--- src/mf3_pkg.sv ---
// Shared types and constants for the 3x3 median filter.
package mf3_pkg;

    localparam int PIX_W     = 8;
    localparam int COORD_W   = 10;
    localparam int SIZE_W    = 11;
    localparam int CFG_IDX_W = 2;
    localparam int WIN_N     = 9;
    localparam int MIN_SIZE  = 3;

    typedef logic [PIX_W-1:0]   pix_t;
    typedef logic [COORD_W-1:0] coord_t;
    typedef logic [SIZE_W-1:0]  size_t;
    typedef pix_t [WIN_N-1:0]   window_t;

    typedef enum logic [CFG_IDX_W-1:0] {
        CFG_IMAGE_WIDTH  = 2'd0,
        CFG_IMAGE_HEIGHT = 2'd1
    } cfg_idx_t;

    localparam size_t RESET_WIDTH  = 11'd640;
    localparam size_t RESET_HEIGHT = 11'd480;

endpackage

--- src/mf3_median9.sv ---
// Median of a 3x3 window: sort rows, then median of max-low, mid-mid, min-high.
module mf3_median9 (
    input  mf3_pkg::window_t win,
    output mf3_pkg::pix_t    median
);

    function automatic mf3_pkg::pix_t min2(input mf3_pkg::pix_t a, input mf3_pkg::pix_t b);
        return (a < b) ? a : b;
    endfunction

    function automatic mf3_pkg::pix_t max2(input mf3_pkg::pix_t a, input mf3_pkg::pix_t b);
        return (a < b) ? b : a;
    endfunction

    function automatic mf3_pkg::pix_t med3(input mf3_pkg::pix_t a, input mf3_pkg::pix_t b,
                                           input mf3_pkg::pix_t c);
        return max2(min2(a, b), min2(max2(a, b), c));
    endfunction

    mf3_pkg::pix_t row_lo [3];
    mf3_pkg::pix_t row_md [3];
    mf3_pkg::pix_t row_hi [3];
    mf3_pkg::pix_t lo_max;
    mf3_pkg::pix_t md_med;
    mf3_pkg::pix_t hi_min;

    always_comb begin
        for (int n = 0; n < 3; n++) begin
            row_lo[n] = min2(min2(win[n*3+0], win[n*3+1]), win[n*3+2]);
            row_hi[n] = max2(max2(win[n*3+0], win[n*3+1]), win[n*3+2]);
            row_md[n] = med3(win[n*3+0], win[n*3+1], win[n*3+2]);
        end
        lo_max = max2(max2(row_lo[0], row_lo[1]), row_lo[2]);
        hi_min = min2(min2(row_hi[0], row_hi[1]), row_hi[2]);
        md_med = med3(row_md[0], row_md[1], row_md[2]);
        median = med3(lo_max, md_med, hi_min);
    end

endmodule

--- config.mk ---
export PLATFORM = sky130hd
export DESIGN_NAME = mf3_median9
export DESIGN_NICKNAME = d
export VERILOG_FILES = /design/src/mf3_pkg.sv /design/src/mf3_median9.sv
export SDC_FILE = /design/constraint.sdc
export NUM_CORES = 1
export LEC_CHECK = 0
export ABC_AREA = 0
export BUFFER_PORTS_ARGS = -buffer_cell sky130_fd_sc_hd__buf_2
export CORE_ASPECT_RATIO = 1.4
export CORE_MARGIN = 5
export CORE_UTILIZATION = 55
export DETAILED_ROUTE_END_ITERATION = 10
export PLACE_DENSITY_LB_ADDON = 0.05
export RECOVER_POWER = 25
export SETUP_SLACK_MARGIN = 0.15
export SYNTH_ARGS = -nofsm -noshare
export SYNTH_HDL_FRONTEND = slang
export SYNTH_SLANG_ARGS = --single-unit
--- constraint.sdc ---
create_clock -name vclk -period 19.1
set_clock_uncertainty 0.15 [all_clocks]
set_input_delay 0.955 -clock vclk [all_inputs]
set_output_delay 0.955 -clock vclk [all_outputs]
set_load 0.05 [all_outputs]
# Word-level counts from Yosys, hierarchy flattened
# Cells that the tools add are included.
[op_classes] addsub=0 multipliers=0 n_div=0 order_cmp=22 n_eq_ne=0 shifts=0 n_mux=30 n_bitwise=0 n_reduce_logical=0
[ops] operator="two-way mux 8 bit" count=30
[ops] operator="less-than comparator 8 bit" count=22
[totals] reg_bits=0 latch_bits=0 ram_bits=0 romBits=0 input_bits=72 output_inout_bits=8 elab_cells=52 memories=0

# Logic depth before layout (Yosys ltp)
[logic_depth] ltp_word=18 ltp_mapped=98 ltp_nobuf=88

# Least setup slack after synthesis
# OpenSTA, ideal clock, no wires.
[synth_timing] path_type="input-to-output" startpoint="in win[33] (netlist name)" endpoint="out median[0]" t_arrival_ns=17.785 path_slack_ns=0.210 path_stages=86 path_buffers=10 cell_sequence="inv_1 ha_1 a2111o_1 a31oi_1 nor2_1 clkbuf_1 o21ai_0 ha_1 a211oi_1 o21ai_0 a21oi_1 and2_1 buf_6 clkbuf_1 nor2_1 a21oi_1 ha_1 a21o_1 [... 50 more ...] a31o_2 and2_1 ha_1 a21o_1 a21oi_1 o21ai_0 o41a_2 buf_6 mux2_1 ha_1 a21o_1 a21o_1 a21oi_1 nand3_1 o31ai_4 buf_4 a21oi_1 nor4_2"
[synth_via] elab_chain_cells=18
[synth_rtl] item="from (decl)" line_no="mf3_median9.sv:3" source="input mf3_pkg::window_t win,"
[synth_rtl] item="less-than comparator 8 bit" line_no="mf3_median9.sv:8, mf3_median9.sv:12"
[synth_rtl] item="two-way mux 8 bit" line_no="mf3_median9.sv:12" source="return (a < b) ? b : a;"
[synth_rtl] item="less-than comparator 8 bit" line_no="mf3_median9.sv:8, mf3_median9.sv:12"
[synth_rtl] item="two-way mux 8 bit" line_no="mf3_median9.sv:8" source="return (a < b) ? a : b;"
[synth_rtl] item="less-than comparator 8 bit" line_no="mf3_median9.sv:12"
[synth_rtl] item="two-way mux 8 bit" line_no="mf3_median9.sv:12"
[synth_rtl] item="less-than comparator 8 bit" line_no="mf3_median9.sv:8, mf3_median9.sv:12"
[synth_rtl] item="two-way mux 8 bit" line_no="mf3_median9.sv:12"
[synth_rtl] item="[... 2 more ...]"
[synth_rtl] item="less-than comparator 8 bit" line_no="mf3_median9.sv:12"
[synth_rtl] item="two-way mux 8 bit" line_no="mf3_median9.sv:12"
[synth_rtl] item="less-than comparator 8 bit" line_no="mf3_median9.sv:8, mf3_median9.sv:12"
[synth_rtl] item="two-way mux 8 bit" line_no="mf3_median9.sv:12"
[synth_rtl] item="less-than comparator 8 bit" line_no="mf3_median9.sv:8"
[synth_rtl] item="two-way mux 8 bit" line_no="mf3_median9.sv:8"
[synth_rtl] item="less-than comparator 8 bit" line_no="mf3_median9.sv:12"
[synth_rtl] item="two-way mux 8 bit *" line_no="mf3_median9.sv:12"
[synth_rtl] item="to (decl)" line_no="mf3_median9.sv:4" source="output mf3_pkg::pix_t median"
# Every way passes the cells marked *; elsewhere a longest branch is shown, timed or not.

# Worst setup path in the final report
[layout_timing] startpoint="in win[9] (netlist name)" endpoint="out median[4]"
# Same word-level chain as after synthesis.

==> impl_metrics.yaml <==
critical_path:
  cp.depth: 78
  cpPeakStageDelay_ns: 0.52
  arrival_ns: 16.68
  cp.required_ns: 18.00
  cp_max_fo: 15
  worst-path-buf-inv: 7
  cp-start-kind: "primary input"
  crit_slowest_cell: "o41a_4"
  path_delay_family: "compound AO/OA/AOI/OAI gates"
  crit_path_end_kind: "output port"
  critPathMostFrequentCell: "ha_1"
  crit_type: "in2out"
route:
  ant_nets: 0
  wl_per_cell_um: 16.9
  num_vias: 7893
  routed.top_layer: "met4"
  finalWirelength_mm: 21.6
  met3_length_um: 663
  wl_met2_mm: 11.2
  wl_met1_mm: 9.02
  via_per_inst: 6.17
  drtIter0Drc: 439
  dr.pass1.iters: 5
  drc_errors: 0
cts:
  hold_buffers: 0
timing:
  final_max_slew_viol_count: 0
  relSlewSlack_pct: 38.1
  max_freq_mhz: 56.2
  finalHoldViolations: 0
  worstMarginPinSlew_ns: 0.903
  rsz0062_at_grt: "no"
  fin_crit_ns: 17.78
  setup_slack_ns: 1.32
  setup_viol: 0
  period_share_pct: 93.1
  finalSetupTns_ns: 0
yosys:
  syn_area_sq_um: 7180
  synth_area_per_cell_sq_um: 6.91
  yosys-top-cells-area: "ha_1 25%, mux2i_1 11%, o21ai_0 8.9%"
  synth_top_area_share_pct: 25.4
  ys_seq_area_share_pct: 0
  synthCells: 1039
  yosysWarningCount: 0
  synthDistinctLibCells: 83
  synth_nets: 1257
  synth_top_area_cell: "ha_1"
place:
  portBuffers: 80
  dp_slack_ns: -0.0462
  gp_congestion: 0.942
  dp_hpwl_mm: 18.9
floorplanning:
  core-area_sq_um: 12800
  io_pins: 80
  start_util_pct: 56.0
  dieWidth_um: 107
  dieArea_sq_um: 15500
  die_h_um: 145
  num_rows: 49
layout:
  sequential_cell_total: 0
  nNetsFinal: 1346
  layout-drive-gt1-share_pct: 15.9
  clock_buffers: 0
  multi_input_area_sq_um: 6740
  fillers: 1280
  antenna_cells: 0
  register_area_sq_um: 0
  area.growth.synth_to_final_pct: 11.6
global_routing:
  grt_max_degree: 18
  antenna_found_initial: 0
  gr-usage-all-layers_pct: 26.6
  first_global_vias: 7576
  gr-total-overflow: 0
  grt_pass1_wl_mm: 34.9
min_path:
  hold_class: "in2out"
  holdPathStages: 6
run:
  maxCapViolCount: 0
run_status:
  outcome: "complete, no violations"
[metrics by stage]
stage	utilization (%)	cells	area, sq um	hold WS (ns)
finish	62.5	1279	8010	2.71
global route	62.5	1279	8010	2.83
floorplan	-	1039	7180	2.36
CTS	61.4	1273	7870	2.75
detailed placement	61.3	1271	7860	2.74
global placement	61.3	1271	7860	2.73
[cell type report]
cell class / instances / area share [%]
well taps: 153 / 2.39
repair buffers: 116 / 8.50
inverters: 105 / 4.92
multi-input cells: 905 / 84.2
[cell usage after synthesis (all sizes together) (10+ instances only)]
library cell and number:
ha 146, o21ai 134, nand2 124, inv 105
a21oi 89, mux2i 80, nor2 63, a21o 28
mux2 26, nand3 22, clkbuf 21, o21a 14
nand2b 13, nand4 13, a211oi 10
[cell usage in the layout, fill, tap and decap left out, types with 5 or more instances in the layout]
cell      synthesis  final
and3_1            7      7
a21o_1           28     28
o21ai_1           6     15
ha_1            146    146
nand3_1          22     20
mux2i_1          80     80
a211oi_1          9      9
inv_1           105    105
nor2_1           61     59
nand4_1          13     13
nor3_1            7      6
a21boi_0          5      5
maj3_1            5      5
nand2_1         124    123
o211ai_1          8      8
o21ai_0         127    115
o21a_1           14     14
buf_4             2     37
buf_2             3     76
a21oi_1          87     87
mux2_2           23     23
a211o_1           8      8
nor2b_1           9      9
nand2b_1         13     13
[layer usage]
layer  global-route usage, %  vias to the layer above
li1                        -                     4025
met1                    31.2                     3639
met2                    51.6                      174
met3                   0.800                       55
met4                    7.42                        0
met5                       0                        -
[kinds of logic (layout without fill, tap and decap cells)]
kind of cell             Yosys count  count (layout)  share of synthesized area [%]
XOR/XNOR                           2               2                          0.244
AND/OR/NAND/NOR                  289             289                           18.9
buffers and inverters            135             221                           7.43
adder cells (fa/ha/maj)          151             151                           26.1
AO/OA/AOI/OAI                    356             357                           32.0
multiplexers                     106             106                           15.2
[repair_timing]
action / CTS / global route
setup endpoints to repair: 8 / 8
resized for setup: 1 / 35
gates cloned: 0 / 1
buffers inserted: 2 / 5
pin swaps: 1 / 4
[tightest hold or removal path, cell delays in order]
cell and delay (ns):
buf_2 0.11, mux2i_1 0.19, mux2i_1 0.17, mux2i_1 0.20, a21oi_1 0.08, buf_2 0.20
[final timing paths]
check / start / end / slack [ns]
max: win[9] / median[4] / 1.32
min: win[65] / median[1] / 2.71
Power is not shown: default switching activity piles up to over one toggle a cycle in this logic, so the estimate is an artifact.
